`config.mk`:
```
export PLATFORM = sky130hd
export DESIGN_NAME = shg_front
export DESIGN_NICKNAME = d
export VERILOG_FILES = /design/src/design/shg_pkg.sv /design/src/design/shg_front.sv
export SDC_FILE = /design/constraint.sdc
export NUM_CORES = 1
export LEC_CHECK = 0
export BUFFER_PORTS_ARGS = -buffer_cell sky130_fd_sc_hd__buf_2
export CAP_MARGIN = 20
export CORE_UTILIZATION = 35
export DETAILED_ROUTE_END_ITERATION = 10
export GPL_TIMING_DRIVEN = 0
export PLACE_DENSITY_LB_ADDON = 0.15
export SETUP_SLACK_MARGIN = 0.5
export SYNTH_ARGS = -nofsm -noshare
export SYNTH_HDL_FRONTEND = slang
export SYNTH_SLANG_ARGS = --single-unit
```
`constraint.sdc`:
```
create_clock -name vclk -period 7
set_input_delay 0.7 -clock vclk [all_inputs]
set_output_delay 0.7 -clock vclk [all_outputs]
set_load 0.01 [all_outputs]
```
`src/design/shg_pkg.sv`:
```
// Shared definitions for the spatial hash grid: grid geometry, derived widths,
// request, result and status codes, and the command word passed from front to back.
// No dependencies.
`default_nettype none

package shg_pkg;

  // Grid geometry.
  localparam int GRID_WIDTH   = 16;
  localparam int GRID_HEIGHT  = 16;
  localparam int BUCKET_DEPTH = 8;
  localparam int CELL_SHIFT   = 7;

  localparam int NUM_CELLS = GRID_WIDTH * GRID_HEIGHT;
  localparam int NUM_SLOTS = NUM_CELLS * BUCKET_DEPTH;

  // Field widths, fixed by the interface.
  localparam int ID_W  = 16;
  localparam int POS_W = 16;
  localparam int RAD_W = 15;
  localparam int CAP_W = 7;
  localparam int CAP_MAX = 64;

  // Derived widths.
  localparam int XB     = (GRID_WIDTH > 1)  ? $clog2(GRID_WIDTH)  : 1;
  localparam int YB     = (GRID_HEIGHT > 1) ? $clog2(GRID_HEIGHT) : 1;
  localparam int CB     = (NUM_CELLS > 1)   ? $clog2(NUM_CELLS)   : 1;
  localparam int AB     = (NUM_SLOTS > 1)   ? $clog2(NUM_SLOTS)   : 1;
  localparam int FILL_W = $clog2(BUCKET_DEPTH + 1);
  // Signed cell coordinate with room for the query window edges and grid limits.
  localparam int CRD_W  = (18 - CELL_SHIFT > 10) ? 18 - CELL_SHIFT : 10;

  localparam logic signed [CRD_W-1:0] X_LAST = CRD_W'(GRID_WIDTH - 1);
  localparam logic signed [CRD_W-1:0] Y_LAST = CRD_W'(GRID_HEIGHT - 1);

  // Command queue between front and back.
  localparam int Q_DEPTH = 2;
  localparam int QP_W    = 1;
  localparam int QC_W    = 2;

  // Request codes.
  localparam logic [1:0] REQ_CLEAR  = 2'd0;
  localparam logic [1:0] REQ_INSERT = 2'd1;
  localparam logic [1:0] REQ_QUERY  = 2'd2;

  // Result kinds.
  localparam logic [1:0] KIND_CLEAR  = 2'd0;
  localparam logic [1:0] KIND_INSERT = 2'd1;
  localparam logic [1:0] KIND_ID     = 2'd2;
  localparam logic [1:0] KIND_EMPTY  = 2'd3;

  // Insert status.
  localparam logic [1:0] ST_STORED  = 2'd0;
  localparam logic [1:0] ST_FULL    = 2'd1;
  localparam logic [1:0] ST_OUTSIDE = 2'd2;

  // Classified operation.
  typedef enum logic [2:0] {
    OP_CLEAR,
    OP_INSERT,
    OP_INS_OUT,
    OP_QUERY,
    OP_QEMPTY
  } op_t;

  // One classified command. For an insert, x0 and y0 hold the target cell.
  typedef struct packed {
    op_t             op;
    logic [ID_W-1:0] obj_id;
    logic [XB-1:0]   x0;
    logic [XB-1:0]   x1;
    logic [YB-1:0]   y0;
    logic [YB-1:0]   y1;
    logic [CAP_W-1:0] cap;
  } cmd_t;

endpackage

`default_nettype wire

```
`src/design/shg_front.sv`:
```
// Front end of the spatial hash grid: takes requests, maps positions to cells,
// clips the query window and classifies each request. Depends on shg_pkg.
`default_nettype none

module shg_front (
  input  wire logic                       start,
  output logic                            busy,
  input  wire logic [1:0]                 in_req_type,
  input  wire logic [shg_pkg::ID_W-1:0]   in_obj_id,
  input  wire logic signed [shg_pkg::POS_W-1:0] in_pos_x,
  input  wire logic signed [shg_pkg::POS_W-1:0] in_pos_y,
  input  wire logic [shg_pkg::RAD_W-1:0]  in_radius,
  input  wire logic [shg_pkg::CAP_W-1:0]  in_max_ids,
  input  wire logic                       q_full,
  output logic                            push,
  output shg_pkg::cmd_t                   cmd
);
  import shg_pkg::*;

  // Position to cell index, truncating toward zero.
  function automatic logic signed [CRD_W-1:0] cell_of(input logic signed [POS_W-1:0] p);
    logic [POS_W:0]     mag;
    logic [CRD_W-1:0]   c;
    mag = p[POS_W-1] ? ((POS_W+1)'(0) - {p[POS_W-1], p}) : {1'b0, p};
    c   = CRD_W'(mag >> CELL_SHIFT);
    cell_of = p[POS_W-1] ? -$signed(c) : $signed(c);
  endfunction

  logic signed [CRD_W-1:0] gx, gy, rad_c, x0, x1, y0, y1, x0c, x1c, y0c, y1c;
  logic [CRD_W-1:0]        rad_u;
  logic                    in_grid, win_empty;
  logic [CAP_W-1:0]        cap_c;

  assign gx    = cell_of(in_pos_x);
  assign gy    = cell_of(in_pos_y);
  assign rad_u = CRD_W'(in_radius >> CELL_SHIFT) + 1'b1;
  assign rad_c = $signed(rad_u);

  assign x0 = gx - rad_c;
  assign x1 = gx + rad_c;
  assign y0 = gy - rad_c;
  assign y1 = gy + rad_c;

  assign x0c = (x0 < 0) ? '0 : x0;
  assign y0c = (y0 < 0) ? '0 : y0;
  assign x1c = (x1 > X_LAST) ? X_LAST : x1;
  assign y1c = (y1 > Y_LAST) ? Y_LAST : y1;

  assign in_grid   = (gx >= 0) && (gx <= X_LAST) && (gy >= 0) && (gy <= Y_LAST);
  assign win_empty = (x0 > X_LAST) || (x1 < 0) || (y0 > Y_LAST) || (y1 < 0);
  assign cap_c     = (in_max_ids > CAP_W'(CAP_MAX)) ? CAP_W'(CAP_MAX) : in_max_ids;

  assign busy = q_full;

  always_comb begin
    cmd.obj_id = in_obj_id;
    cmd.cap    = cap_c;
    push       = start && !q_full;
    unique case (in_req_type)
      REQ_CLEAR: begin
        cmd.op = OP_CLEAR;
      end
      REQ_INSERT: begin
        cmd.op = in_grid ? OP_INSERT : OP_INS_OUT;
      end
      REQ_QUERY: begin
        cmd.op = (win_empty || cap_c == '0) ? OP_QEMPTY : OP_QUERY;
      end
      default: begin
        // Unknown request: taken and dropped.
        cmd.op = OP_CLEAR;
        push   = 1'b0;
      end
    endcase
    if (in_req_type == REQ_INSERT) begin
      cmd.x0 = XB'(gx);
      cmd.y0 = YB'(gy);
    end else begin
      cmd.x0 = XB'(x0c);
      cmd.y0 = YB'(y0c);
    end
    cmd.x1 = XB'(x1c);
    cmd.y1 = YB'(y1c);
  end

endmodule

`default_nettype wire

```
==> out/metrics.csv <==
stage;metric;value;unit
outcome;outcome;complete, no violations;
pwr;p_per_area;92.8;nW/um^2
critical_path;path_max_fanout;8;
pwr;intPower;165;uW
drt;dr.pass1.iters;5;
critical_path;worstPathRequired;6.30;ns
die;num_io_pins;118;
drt;drtIter0Drc;249;
final_layout;seq_cell_count;0;
placement;dp_hpwl;8310;um
sta;tns;0;ns
final_layout;area_delta_synth_final;19.9;%
grt;antenna_found_initial;0;
sta;finalSetupViolCount;0;
grt;grt_start_max_net_pins;11;
drt;avgRoutedWirePerCell;14.1;um
sta;finalHoldViolCount;0;
synthesis;synth_warnings;0;
grt;track_usage;0.182;
worst_hold_path;holdPathStages;2;
final_layout;clock_buffers;0;
synthesis;yosys.cell_count.top_type;nand2_1;
sta;rsz0062_at_grt;no;
sta;timing.final.crit_share;0.889;
final_layout;nNetsFinal;693;
die;start_util;0.366;
pwr;sw_frac_of_total;0.568;
synthesis;syn_avg_cell_area;7.13;um^2
final_layout;design_area;4110;um^2
final_layout;multiInputGateArea;3110;um^2
placement;routabilityCongestion;0.852;
die;die_area;10200;um^2
placement;numPortBuffers;88;
pwr;total_power;381;uW
pwr;clkPwrFrac;0;
drt;drtAntennaViolNets;0;
placement;placed_cell_area;4030;um^2
sta;fmax;161;MHz
clocking;hold_buffers;0;
die;coreArea;9370;um^2
synthesis;synth_top_area_frac;0.153;
pwr;p_leak;1.83;nW
synthesis;synth_nets;601;
sta;slew_viol_final;0;
critical_path;max_stage_delay;0.59;ns
critical_path;crit_buf_inv;4;
drt;vias;3755;
critical_path;cp_slowest_cell;or4_1;
grt;grt_pass1_wl;15200;um
grt;grt-ovfl-total;0;
die;rows;35;
synthesis;synth_top_area_cell;ha_1;
synthesis;ys_types;77;
die;die_h;101;um
pwr;comb_power_share;1.000;
pwr;p_sw;216;uW
drt;vias_per_cell;5.36;
final_layout;n_fill_cell;1012;
grt;grt_pass1_vias;3111;
final_layout;diodes;0;
die;die_width;101;um
sta;max_slew_margin;0.588;
critical_path;arrival;5.52;ns
drt;route.detailed.drc;0;
worst_hold_path;min_path_type;input port to output port;
flow_run;maxCapViolCount;0;
critical_path;cp-start-kind;input port;
pwr;vdd.ir_drop.worst;0.0362;mV
critical_path;crit_chain;buf_2 > or4_1 > o21ai_2 > xnor2_2 > inv_1 > ha_1 > o31ai_2 > nor3_1 > o21ai_0 > xnor2_1 > ha_1 > clkbuf_1 > o21a_1 > o21ai_0 > or3_1 > nand3_1 > and3_1 > o31a_1 > a211o_1 > a2111oi_4 > o21bai_1 > buf_2;
final_layout;ff_latch_area;0;um^2
sta;layout_min_cycle_time;6.22;ns
synthesis;synthTopCellsByArea;ha_1 15%, xnor2_1 8.7%, nand2_1 5.4%;
critical_path;cp_num_cells;22;
critical_path;crit_type;input port to output port;
critical_path;cp-end-kind;output port;
final_layout;layout-drive-gt1-share;0.264;
synthesis;synth_cells;481;
synthesis;yosysSeqAreaShare;0;
synthesis;synth_commonest_cells;49 x nand2_1, 42 x ha_1, 34 x nor2_1, 34 x xnor2_1, 30 x inv_1;
critical_path;cp_top_family;compound AO/OA/AOI/OAI gates;
drt;totalWireLength;9890;um
synthesis;syn_area;3430;um^2
sta;tightestPinTransition;0.615;ns
pwr;p_seq_frac;0;
[stage by stage]
stage               instances  hold WS (ns)  utilization  worst slack (ns)
finish                    700          1.58        0.438             0.776
global route              700          1.59        0.438             0.501
CTS                       698          1.58        0.430             0.556
detailed placement        698          1.58        0.430             0.570
global placement          698          1.58        0.430             0.621
floorplan                 481          1.45            -              1.50
[routing by layer]
layer / GRT usage / routed length, um / vias to the layer above / part of all wire
li1: - / - / 1900 / -
met1: 0.282 / 5000 / 1712 / 0.51
met3: 0.00277 / 565 / 4 / 0.057
met5: 0 / 0 / - / 0
met2: 0.295 / 4290 / 139 / 0.43
met4: 0.00669 / 33 / 0 / 0.0033
[power by group through the flow]
stage	Combinational [mW]	Sequential, mW	Clock [mW]
floorplan	0.271	0	0
global placement	0.364	0	0
detailed placement	0.370	0	0
CTS	0.372	0	0
global route	0.421	0	0
finish	0.381	0	0
[worst paths after layout]
check	endpoint	slack, ns	startpoint
max	cmd[40]	0.78	in_pos_y[2]
min	cmd[23]	1.58	in_obj_id[0]
[layout make-up]
cell class | instances | area share
well taps | 129 | 0.0393
multi-input cells | 414 | 0.756
plain buffers | 37 | 0.0661
inverters | 30 | 0.0274
repair buffers | 90 | 0.111
[cell families (layout without fill, tap and decap cells)]
kind of cell / count (synthesis) / after routing / share of synthesized area
simple gates: 190 / 190 / 0.297
buf+inv: 67 / 157 / 0.111
compound gates: 119 / 119 / 0.246
xor+xnor: 52 / 52 / 0.149
mux: 7 / 7 / 0.0212
fa+ha+maj: 46 / 46 / 0.177
[placed cells by master (no fill, tap or decap), types with 3 or more instances in the layout]
cell,instances
a211oi_1,3
a21o_1,4
a21oi_1,23
a31oi_1,6
and3_1,6
buf_2,88
buf_4,21
buf_6,3
clkbuf_1,9
clkbuf_8,3
fa_1,4
ha_1,41
inv_1,30
mux2i_1,5
nand2_1,49
nand2b_1,6
nand3_1,19
nand4_1,7
nor2_1,34
nor2b_1,13
nor3_1,18
nor3_2,3
nor3b_1,3
nor4_1,6
nor4_4,3
nor4b_1,3
o21a_1,6
o21ai_0,25
o21ai_1,7
o21bai_1,8
o31a_1,3
or3_1,4
or4_1,3
xnor2_1,33
xor2_1,14
[repair_timing]
item | in CTS | in global routing
setup buffers | 0 | 2
resized for setup | 0 | 17
endpoints found under the hold margin | 0 | 0
endpoints found under the setup margin | 0 | 7
Note: power is estimated with default switching activity, not from simulation.
