File: config.mk
export PLATFORM = sky130hd
export DESIGN_NAME = shg_queue
export DESIGN_NICKNAME = d
export VERILOG_FILES = /design/src/design/shg_pkg.sv /design/src/design/shg_queue.sv
export SDC_FILE = /design/constraint.sdc
export NUM_CORES = 1
export LEC_CHECK = 0
export BUFFER_PORTS_ARGS = -buffer_cell sky130_fd_sc_hd__buf_2
export CORE_AREA = 2 2 100 102
export CTS_CLUSTER_DIAMETER = 60
export DETAILED_ROUTE_END_ITERATION = 6
export DIE_AREA = 0 0 102 104
export REMOVE_ABC_BUFFERS = 1
export SETUP_SLACK_MARGIN = 0.02
export SLEW_MARGIN = 30
export SYNTH_ARGS = -nofsm -noshare
export SYNTH_HDL_FRONTEND = slang
export SYNTH_SLANG_ARGS = --single-unit
File: constraint.sdc
create_clock -name clk -period 5.1 [get_ports clk]
set_input_delay 1.02 -clock clk [delete_from_list [all_inputs] [get_ports clk]]
set_output_delay 1.02 -clock clk [all_outputs]
set_load 0.005 [all_outputs]
File: src/design/shg_pkg.sv
// Shared definitions for the spatial hash grid: grid geometry, derived widths,
// request, result and status codes, and the command word passed from front to back.
// No dependencies.
`default_nettype none

package shg_pkg;

  // Grid geometry.
  localparam int GRID_WIDTH   = 16;
  localparam int GRID_HEIGHT  = 16;
  localparam int BUCKET_DEPTH = 8;
  localparam int CELL_SHIFT   = 7;

  localparam int NUM_CELLS = GRID_WIDTH * GRID_HEIGHT;
  localparam int NUM_SLOTS = NUM_CELLS * BUCKET_DEPTH;

  // Field widths, fixed by the interface.
  localparam int ID_W  = 16;
  localparam int POS_W = 16;
  localparam int RAD_W = 15;
  localparam int CAP_W = 7;
  localparam int CAP_MAX = 64;

  // Derived widths.
  localparam int XB     = (GRID_WIDTH > 1)  ? $clog2(GRID_WIDTH)  : 1;
  localparam int YB     = (GRID_HEIGHT > 1) ? $clog2(GRID_HEIGHT) : 1;
  localparam int CB     = (NUM_CELLS > 1)   ? $clog2(NUM_CELLS)   : 1;
  localparam int AB     = (NUM_SLOTS > 1)   ? $clog2(NUM_SLOTS)   : 1;
  localparam int FILL_W = $clog2(BUCKET_DEPTH + 1);
  // Signed cell coordinate with room for the query window edges and grid limits.
  localparam int CRD_W  = (18 - CELL_SHIFT > 10) ? 18 - CELL_SHIFT : 10;

  localparam logic signed [CRD_W-1:0] X_LAST = CRD_W'(GRID_WIDTH - 1);
  localparam logic signed [CRD_W-1:0] Y_LAST = CRD_W'(GRID_HEIGHT - 1);

  // Command queue between front and back.
  localparam int Q_DEPTH = 2;
  localparam int QP_W    = 1;
  localparam int QC_W    = 2;

  // Request codes.
  localparam logic [1:0] REQ_CLEAR  = 2'd0;
  localparam logic [1:0] REQ_INSERT = 2'd1;
  localparam logic [1:0] REQ_QUERY  = 2'd2;

  // Result kinds.
  localparam logic [1:0] KIND_CLEAR  = 2'd0;
  localparam logic [1:0] KIND_INSERT = 2'd1;
  localparam logic [1:0] KIND_ID     = 2'd2;
  localparam logic [1:0] KIND_EMPTY  = 2'd3;

  // Insert status.
  localparam logic [1:0] ST_STORED  = 2'd0;
  localparam logic [1:0] ST_FULL    = 2'd1;
  localparam logic [1:0] ST_OUTSIDE = 2'd2;

  // Classified operation.
  typedef enum logic [2:0] {
    OP_CLEAR,
    OP_INSERT,
    OP_INS_OUT,
    OP_QUERY,
    OP_QEMPTY
  } op_t;

  // One classified command. For an insert, x0 and y0 hold the target cell.
  typedef struct packed {
    op_t             op;
    logic [ID_W-1:0] obj_id;
    logic [XB-1:0]   x0;
    logic [XB-1:0]   x1;
    logic [YB-1:0]   y0;
    logic [YB-1:0]   y1;
    logic [CAP_W-1:0] cap;
  } cmd_t;

endpackage

`default_nettype wire

File: src/design/shg_queue.sv
// Short command queue between the front and back of the spatial hash grid.
// Depends on shg_pkg.
`default_nettype none

module shg_queue (
  input  wire logic          clk,
  input  wire logic          rst_n,
  input  wire logic          push,
  input  wire shg_pkg::cmd_t push_cmd,
  input  wire logic          pop,
  output logic               q_vld,
  output logic               q_full,
  output shg_pkg::cmd_t      head
);
  import shg_pkg::*;

  cmd_t            mem_r [Q_DEPTH];
  logic [QP_W-1:0] wr_ptr_r, rd_ptr_r;
  logic [QC_W-1:0] cnt_r;
  logic            do_push, do_pop;

  assign q_vld   = (cnt_r != '0);
  assign q_full  = (cnt_r == QC_W'(Q_DEPTH));
  assign head    = mem_r[rd_ptr_r];
  assign do_push = push && !q_full;
  assign do_pop  = pop && q_vld;

  always_ff @(posedge clk) begin
    if (do_push) begin
      mem_r[wr_ptr_r] <= push_cmd;
    end
  end

  always_ff @(posedge clk) begin
    if (!rst_n) begin
      wr_ptr_r <= '0;
      rd_ptr_r <= '0;
      cnt_r    <= '0;
    end else begin
      if (do_push) begin
        wr_ptr_r <= wr_ptr_r + 1'b1;
      end
      if (do_pop) begin
        rd_ptr_r <= rd_ptr_r + 1'b1;
      end
      if (do_push && !do_pop) begin
        cnt_r <= cnt_r + 1'b1;
      end else if (do_pop && !do_push) begin
        cnt_r <= cnt_r - 1'b1;
      end
    end
  end

endmodule

`default_nettype wire

==> results of run 1 <==
[registers in the layout, summed over array words and instances, names as in the netlist, named ones only]
name      flops
cnt_r         2
wr_ptr_r      1
mem_r        84
rd_ptr_r      1
[layout make-up]
| type | instances | area [um2] | area share |
|---|---|---|---|
| Timing Repair Buffer | 90 | 452.9 | 0.1120 |
| Multi-Input combinational cell | 60 | 613.1 | 0.1516 |
| Tap cell | 133 | 166.4 | 0.04114 |
| Clock inverter | 4 | 43.79 | 0.01083 |
| Inverter | 2 | 7.507 | 0.001856 |
| Sequential cell | 89 | 2626 | 0.6492 |
| Clock buffer | 12 | 135.1 | 0.03341 |
[critical path, cell delays in order, from the launching register on]
cell and delay (ns):
dfxtp_4 0.73, mux2_2 0.41, buf_2 0.13
[per-layer routing]
metal  share of wire  track usage  up-vias
met5          0.0027            0        -
met3           0.070      0.04435        9
met2            0.49       0.1772       52
li1                -            -      799
met4           0.015      0.05429        2
met1            0.42       0.1336      813
[cell families (layout without fill, tap and decap cells)]
kind of cell	Yosys count	count (layout)	synth area share
simple gates	9	9	0.01768
buf+inv	7	108	0.009985
compound gates	5	5	0.009988
flops	89	89	0.8052
xor+xnor	3	3	0.008069
fa+ha+maj	1	1	0.003841
mux	42	42	0.1452
[per-stage QoR]
step                      area [um2]  power (mW)  cells  hold slack, ns
after floorplan                 3232       1.236    151          0.4785
after global placement          3860       1.421    374          0.5000
after detailed placement        3866       1.430    374          0.5147
after CTS                       4045       1.890    390          0.5241
after global routing            4045       1.963    390          0.5693
final                           4045       1.851    390          0.5254
[worst min-delay path by stage]
stage / from / endpoint
CTS: cnt_r[1] / cnt_r[1]
finish: cnt_r[1] / cnt_r[1]
global placement: cnt_r[1] / cnt_r[1]
global route: cnt_r[1] / cnt_r[1]
floorplan: cnt_r[1] / cnt_r[1]
detailed placement: cnt_r[1] / cnt_r[1]
[synthesized netlist by cell type, drive strengths merged]
| cell type | number |
|---|---|
| dfxtp | 5 |
| ha | 1 |
| o21ai | 2 |
| edfxtp | 84 |
| nand2b | 1 |
| or3 | 1 |
| nor2 | 1 |
| xor2 | 1 |
| a21boi | 2 |
| and2 | 3 |
| or2 | 1 |
| inv | 2 |
| mux2 | 42 |
| nor3 | 1 |
| o21a | 1 |
| xnor2 | 2 |
| and3 | 1 |
| buf | 5 |
[cells in the final DEF, fill, tap and decap left out, drive strengths merged]
cell,n
buf,90
edfxtp,84
mux2,42
clkbuf,12
dfxtp,5
and2,3
clkinv,3
xnor2,2
inv,2
o21ai,2
a21boi,2
or2,1
nand2b,1
nor2,1
and3,1
nor3,1
o21a,1
xor2,1
or3,1
ha,1
bufinv,1
[power groups by stage]
stage / sequential [mW] / clock (mW) / combinational [mW]
floorplan: 0.989 / 0 / 0.246
global placement: 1.01 / 0 / 0.411
detailed placement: 1.02 / 0 / 0.415
CTS: 1.00 / 0.473 / 0.417
global route: 1.01 / 0.499 / 0.452
finish: 0.994 / 0.451 / 0.406
==> impl_results.md, run 1 <==
- Detailed Routing Iterations Pass 1: 5
- Final nets: 299
- Sw Share: 0.2554
- Reg-to-Reg End: mem_r[0][39]
- Starting Density: 0.3411
- Peak clock frequency supported by timing: 0.3779 GHz
- Initial DRC count: 56
- # Post-CTS Setup Buffers: 0
- Cells after Synth: 156
- Hold_buf cts: 0
- Max-Cap Viols: 0
- Normalized max-slew margin: 0.5915
- WHS Path Cells: 2
- Core region area: 9549 um2
- Yosys top cell area share: 0.7745
- Clk buf depth: 2
- Slew Limit Fails: 0
- Wire per inst: 14.39 um
- Fill count: 912
- Row cnt: 36
- Crit path to: head[40]
- Register area share after synthesis: 0.8052
- Worst EP required: 4.08 ns
- R2r startpoint: cnt_r[0]
- Hold Violations, Final: 0
- Critical path class: reg -> out
- DRC: 0
- Worst-Margin Slew: 0.6128 ns
- Clock root buffer master: clkbuf_8
- # diodes: 0
- Clk slew on worst S/H paths: 0.08 ns
- H-tree depth: 3
- Die area: 10610 um2
- Int Power: 1.378 mW
- Worst setup SP type: register
- Mapped Area: 3257 um2
- Vias in the first global route: 1819
- TritonCTS clock tree: built
- IO Port Bufs: 89
- P&R area growth vs syn: 24.20%
- Post-synthesis cell type count: 21
- Seq cells post-synth: 89
- Share of layout cells above drive strength 1: 0.5798
- Power per Cell Area: 457.5 nW/um2
- Worst path arrival time: 1.63 ns
- Final Util: 0.4236
- Routed Antenna Nets: 0
- Combinational power share: 0.219
- CP endpoint kind: output pin
- Status: finished clean
- Vias per cell: 4.295
- Power share of the clock group: 0.244
- Main area contributors after synthesis: edfxtp_1 (77%), mux2_2 (15%), dfxtp_1 (3.1%), buf_2 (0.77%), and2_1 (0.58%)
- Clock Skew: 0.009089 ns
- Worst VDD drop: 0.3201 mV
- CTS Sinks: 89
- Crit path time final: 2.646 ns
- Sum Neg Setup Slack: 0 ns
- Die Y: 104 um
- Reg2Reg Depth: 4
- Period utilisation layout: 0.5188
- Die width: 102 um
- Drt total wl: 5.613 mm
- Worst skew pair latency: 0.35 ns
- Worst hold-check path type: reg -> reg
- Final HPWL DP: 3.433 mm
- Via Count: 1675
- GRT Overall Usage: 0.1126
- Sequential Power Share: 0.537
- Initial antenna violation count: 1
- RSZ-0062 raised after global routing: no
- Place WS: 2.788 ns
- Switching power: 472.6 uW
- I/O Pins: 90
- R2R setup slack: 3.44 ns
- Global-route wire length before repair: 8.866 mm
- Total congestion overflow: 0
- Final worst slack: 2.454 ns
- # resized after CTS: 0
- CTS buffer count: 9
- Syn avg cell area: 20.88 um2
- Syn. warnings: 0
- Leak: 1.492 nW
- Yosys top cell by area: edfxtp_1
- Largest fanout on the critical path: 42
- Largest net degree at the start of global routing: 44
- Routability cong.: 0.6283
- # setup viols final: 0
Note: power is estimated with default switching activity, not from simulation.
==> inputs of run 2 (changes only) <==
--- a/config.mk
+++ b/config.mk
@@ -5,11 +5,12 @@
 export SDC_FILE = /design/constraint.sdc
 export NUM_CORES = 1
 export LEC_CHECK = 0
+export ABC_AREA = 1
 export BUFFER_PORTS_ARGS = -buffer_cell sky130_fd_sc_hd__buf_2
-export CORE_AREA = 2 2 100 102
+export CORE_AREA = 2 2 103 105
 export CTS_CLUSTER_DIAMETER = 60
 export DETAILED_ROUTE_END_ITERATION = 6
-export DIE_AREA = 0 0 102 104
+export DIE_AREA = 0 0 105 107
 export REMOVE_ABC_BUFFERS = 1
 export SETUP_SLACK_MARGIN = 0.02
 export SLEW_MARGIN = 30
==> constraint.sdc (replaced) <==
create_clock -name clk -period 2.7 [get_ports clk]
set_input_delay 0.54 -clock clk [delete_from_list [all_inputs] [get_ports clk]]
set_output_delay 0.54 -clock clk [all_outputs]
set_load 0.005 [all_outputs]
==> impl_results.md, run 2 <==
- Normalized max-slew margin: 0.6878
- # setup viols final: 0
- Met3 usage: 0.04255
- TritonCTS clock tree: built
- Synth top cells by count: edfxtp_1 (84), mux2_4 (40), nor2_1 (9)
- Core region area: 10090 um2
- # resized after CTS: 0
- Largest fanout on the critical path: 29
- Worst setup SP type: register
- Yosys top cell by area: edfxtp_1
- Post-synthesis cell type count: 16
- Max-Cap Viols: 0
- GR Layer Usage met2: 0.1684
- Worst path arrival time: 1.76 ns
- Clock root buffer master: clkbuf_8
- Vias in the first global route: 1702
- Biggest register: mem_r
- Period utilisation layout: 0.8501
- H-tree depth: 3
- Drt total wl: 5.755 mm
- Hold Violations, Final: 0
- Initial DRC count: 44
- Mapped Area: 3482 um2
- Leak: 1.673 nW
- Slowest stage cell, crit path: dfxtp_2
- Wire per inst: 14.11 um
- Starting Density: 0.3450
- Slowest Stage Delay on Critical Path: 0.63 ns
- Crit path time final: 2.295 ns
- Worst hold-check path type: in -> reg
- Peak clock frequency supported by timing: 0.4357 GHz
- Die width: 105 um
- Total congestion overflow: 0
- CTS Sinks: 89
- GRT Overall Usage: 0.1053
- Worst skew pair latency: 0.35 ns
- Final nets: 314
- Clk buf depth: 2
- # Post-CTS Setup Buffers: 0
- Worst VDD drop: 0.4482 mV
- Die area: 11240 um2
- Most common cell after layout, fill and taps aside: buf_2
- CTS buffer count: 9
- Clk slew on worst S/H paths: 0.09 ns
- Die Y: 107 um
- Syn. warnings: 0
- Worst EP required: 2.16 ns
- Cells after Synth: 168
- Most common cell in the netlist: edfxtp_1
- Routed Antenna Nets: 0
- Fill count: 956
- Syn avg cell area: 20.73 um2
- Row cnt: 37
- RSZ-0062 raised after global routing: no
- R2R setup slack: 1.12 ns
- Share of layout cells above drive strength 1: 0.5588
- Via Count: 1721
- Largest net degree at the start of global routing: 32
- Yosys top cell area share: 0.7244
- Synth Flop Type: edfxtp_1
- I/O Pins: 90
- Hold_buf cts: 0
- IO Port Bufs: 89
- DRC: 0
- Power Total: 3.609 mW
- CP cell instances: buf_12 > mux2_4 > buf_2
- P&R area growth vs syn: 22.49%
- Worst-Margin Slew: 0.4683 ns
- Register area share after synthesis: 0.7531
- Most frequent cells in the layout: buf_2 (89), edfxtp_1 (84), mux2_4 (40)
- # diodes: 0
- CP endpoint kind: output pin
- Clock Skew: 0.01296 ns
- Max reg flops: 84
- Crit path buf inv count: 2
- Global-route wire length before repair: 8.818 mm
- Critical path class: reg -> out
- Seq cells post-synth: 89
- Detailed Routing Iterations Pass 1: 4
- Most Crowded Layer GR: met2
- EDFF count, synth: 84
- Final Util: 0.4226
- Multi-input gate area: 753.2 um2
- Async S/R FF share, synth: 0
- Status: finished clean
- Met1 Usage GRT: 0.1282
- Vias per cell: 4.218
- Power per Cell Area: 846.1 nW/um2
- Sum Neg Setup Slack: 0 ns
- Top flop regs: mem_r x84, cnt_r x2
- Main area contributors after synthesis: edfxtp_1 (72%), mux2_4 (17%), dfxtp_1 (2.9%), buf_12 (2.3%), nor2_1 (0.97%)
- Slew Limit Fails: 0
- CP delay by family, top: flip-flops
- Routability cong.: 0.6963
- Storage cell area: 2624 um2
- Initial antenna violation count: 0
- Final HPWL DP: 3.817 mm
run 2: path summary, 6_finish.rpt:
kind,start,endpoint,cells after the start
min reg2reg,rd_ptr_r,rd_ptr_r,2
max,register,head[24],3
max reg2reg,cnt_r[1],cnt_r[1],9
min,push_cmd[17],mem_r[1][17],1
run 2: cells by family after synthesis:
logic type	count (synthesis)	share of synthesized area
AO/OA/AOI/OAI	5	0.008983
AND/OR/NAND/NOR	18	0.02048
buffers and inverters	13	0.03486
adder cells (fa/ha/maj)	1	0.003593
multiplexers	42	0.1789
flip-flops	89	0.7531
run 2: layout make-up:
cell class | instances | share of cell area
clock inverters | 5 | 0.01320
inverters | 8 | 0.007040
clock buffers | 11 | 0.03080
well taps | 136 | 0.03989
multi-input cells | 66 | 0.1766
flip-flops and latches | 89 | 0.6151
repair buffers | 93 | 0.1173
run 2: power by group:
group,switching [mW],internal (mW),total [mW]
Combinational,0.408,0.506,0.913
Clock,0.438,0.425,0.863
Sequential,0.0883,1.74,1.83
Total,0.934,2.67,3.61
run 2: metrics by stage:
stage / hold WS, ns / setup WS [ns] / std cells / area (um2)
floorplan: 0.4669 / -0.1154 / 163 / 3391
global placement: 0.4815 / 0.7368 / 392 / 4078
detailed placement: 0.5092 / 0.7290 / 392 / 4078
CTS: 0.3539 / 0.3468 / 408 / 4265
global route: 0.3470 / 0.2710 / 408 / 4265
finish: 0.3761 / 0.4047 / 408 / 4265
run 2: layer usage:
metal | wire length (um) | part of all wire | vias up
li1 | - | - | 832
met1 | 2490 | 0.43 | 824
met2 | 2825 | 0.49 | 57
met3 | 366 | 0.064 | 8
met4 | 72 | 0.013 | 0
met5 | 0 | 0 | -
run 2: worst reg2reg max path, stage by stage, from the launching register on:
cell	delay [ns]
dfxtp_1	0.36
inv_1	0.10
o21ai_2	0.30
inv_1	0.11
ha_1	0.31
inv_1	0.08
nand3_1	0.07
nand2_1	0.06
inv_1	0.04
nor2_1	0.10
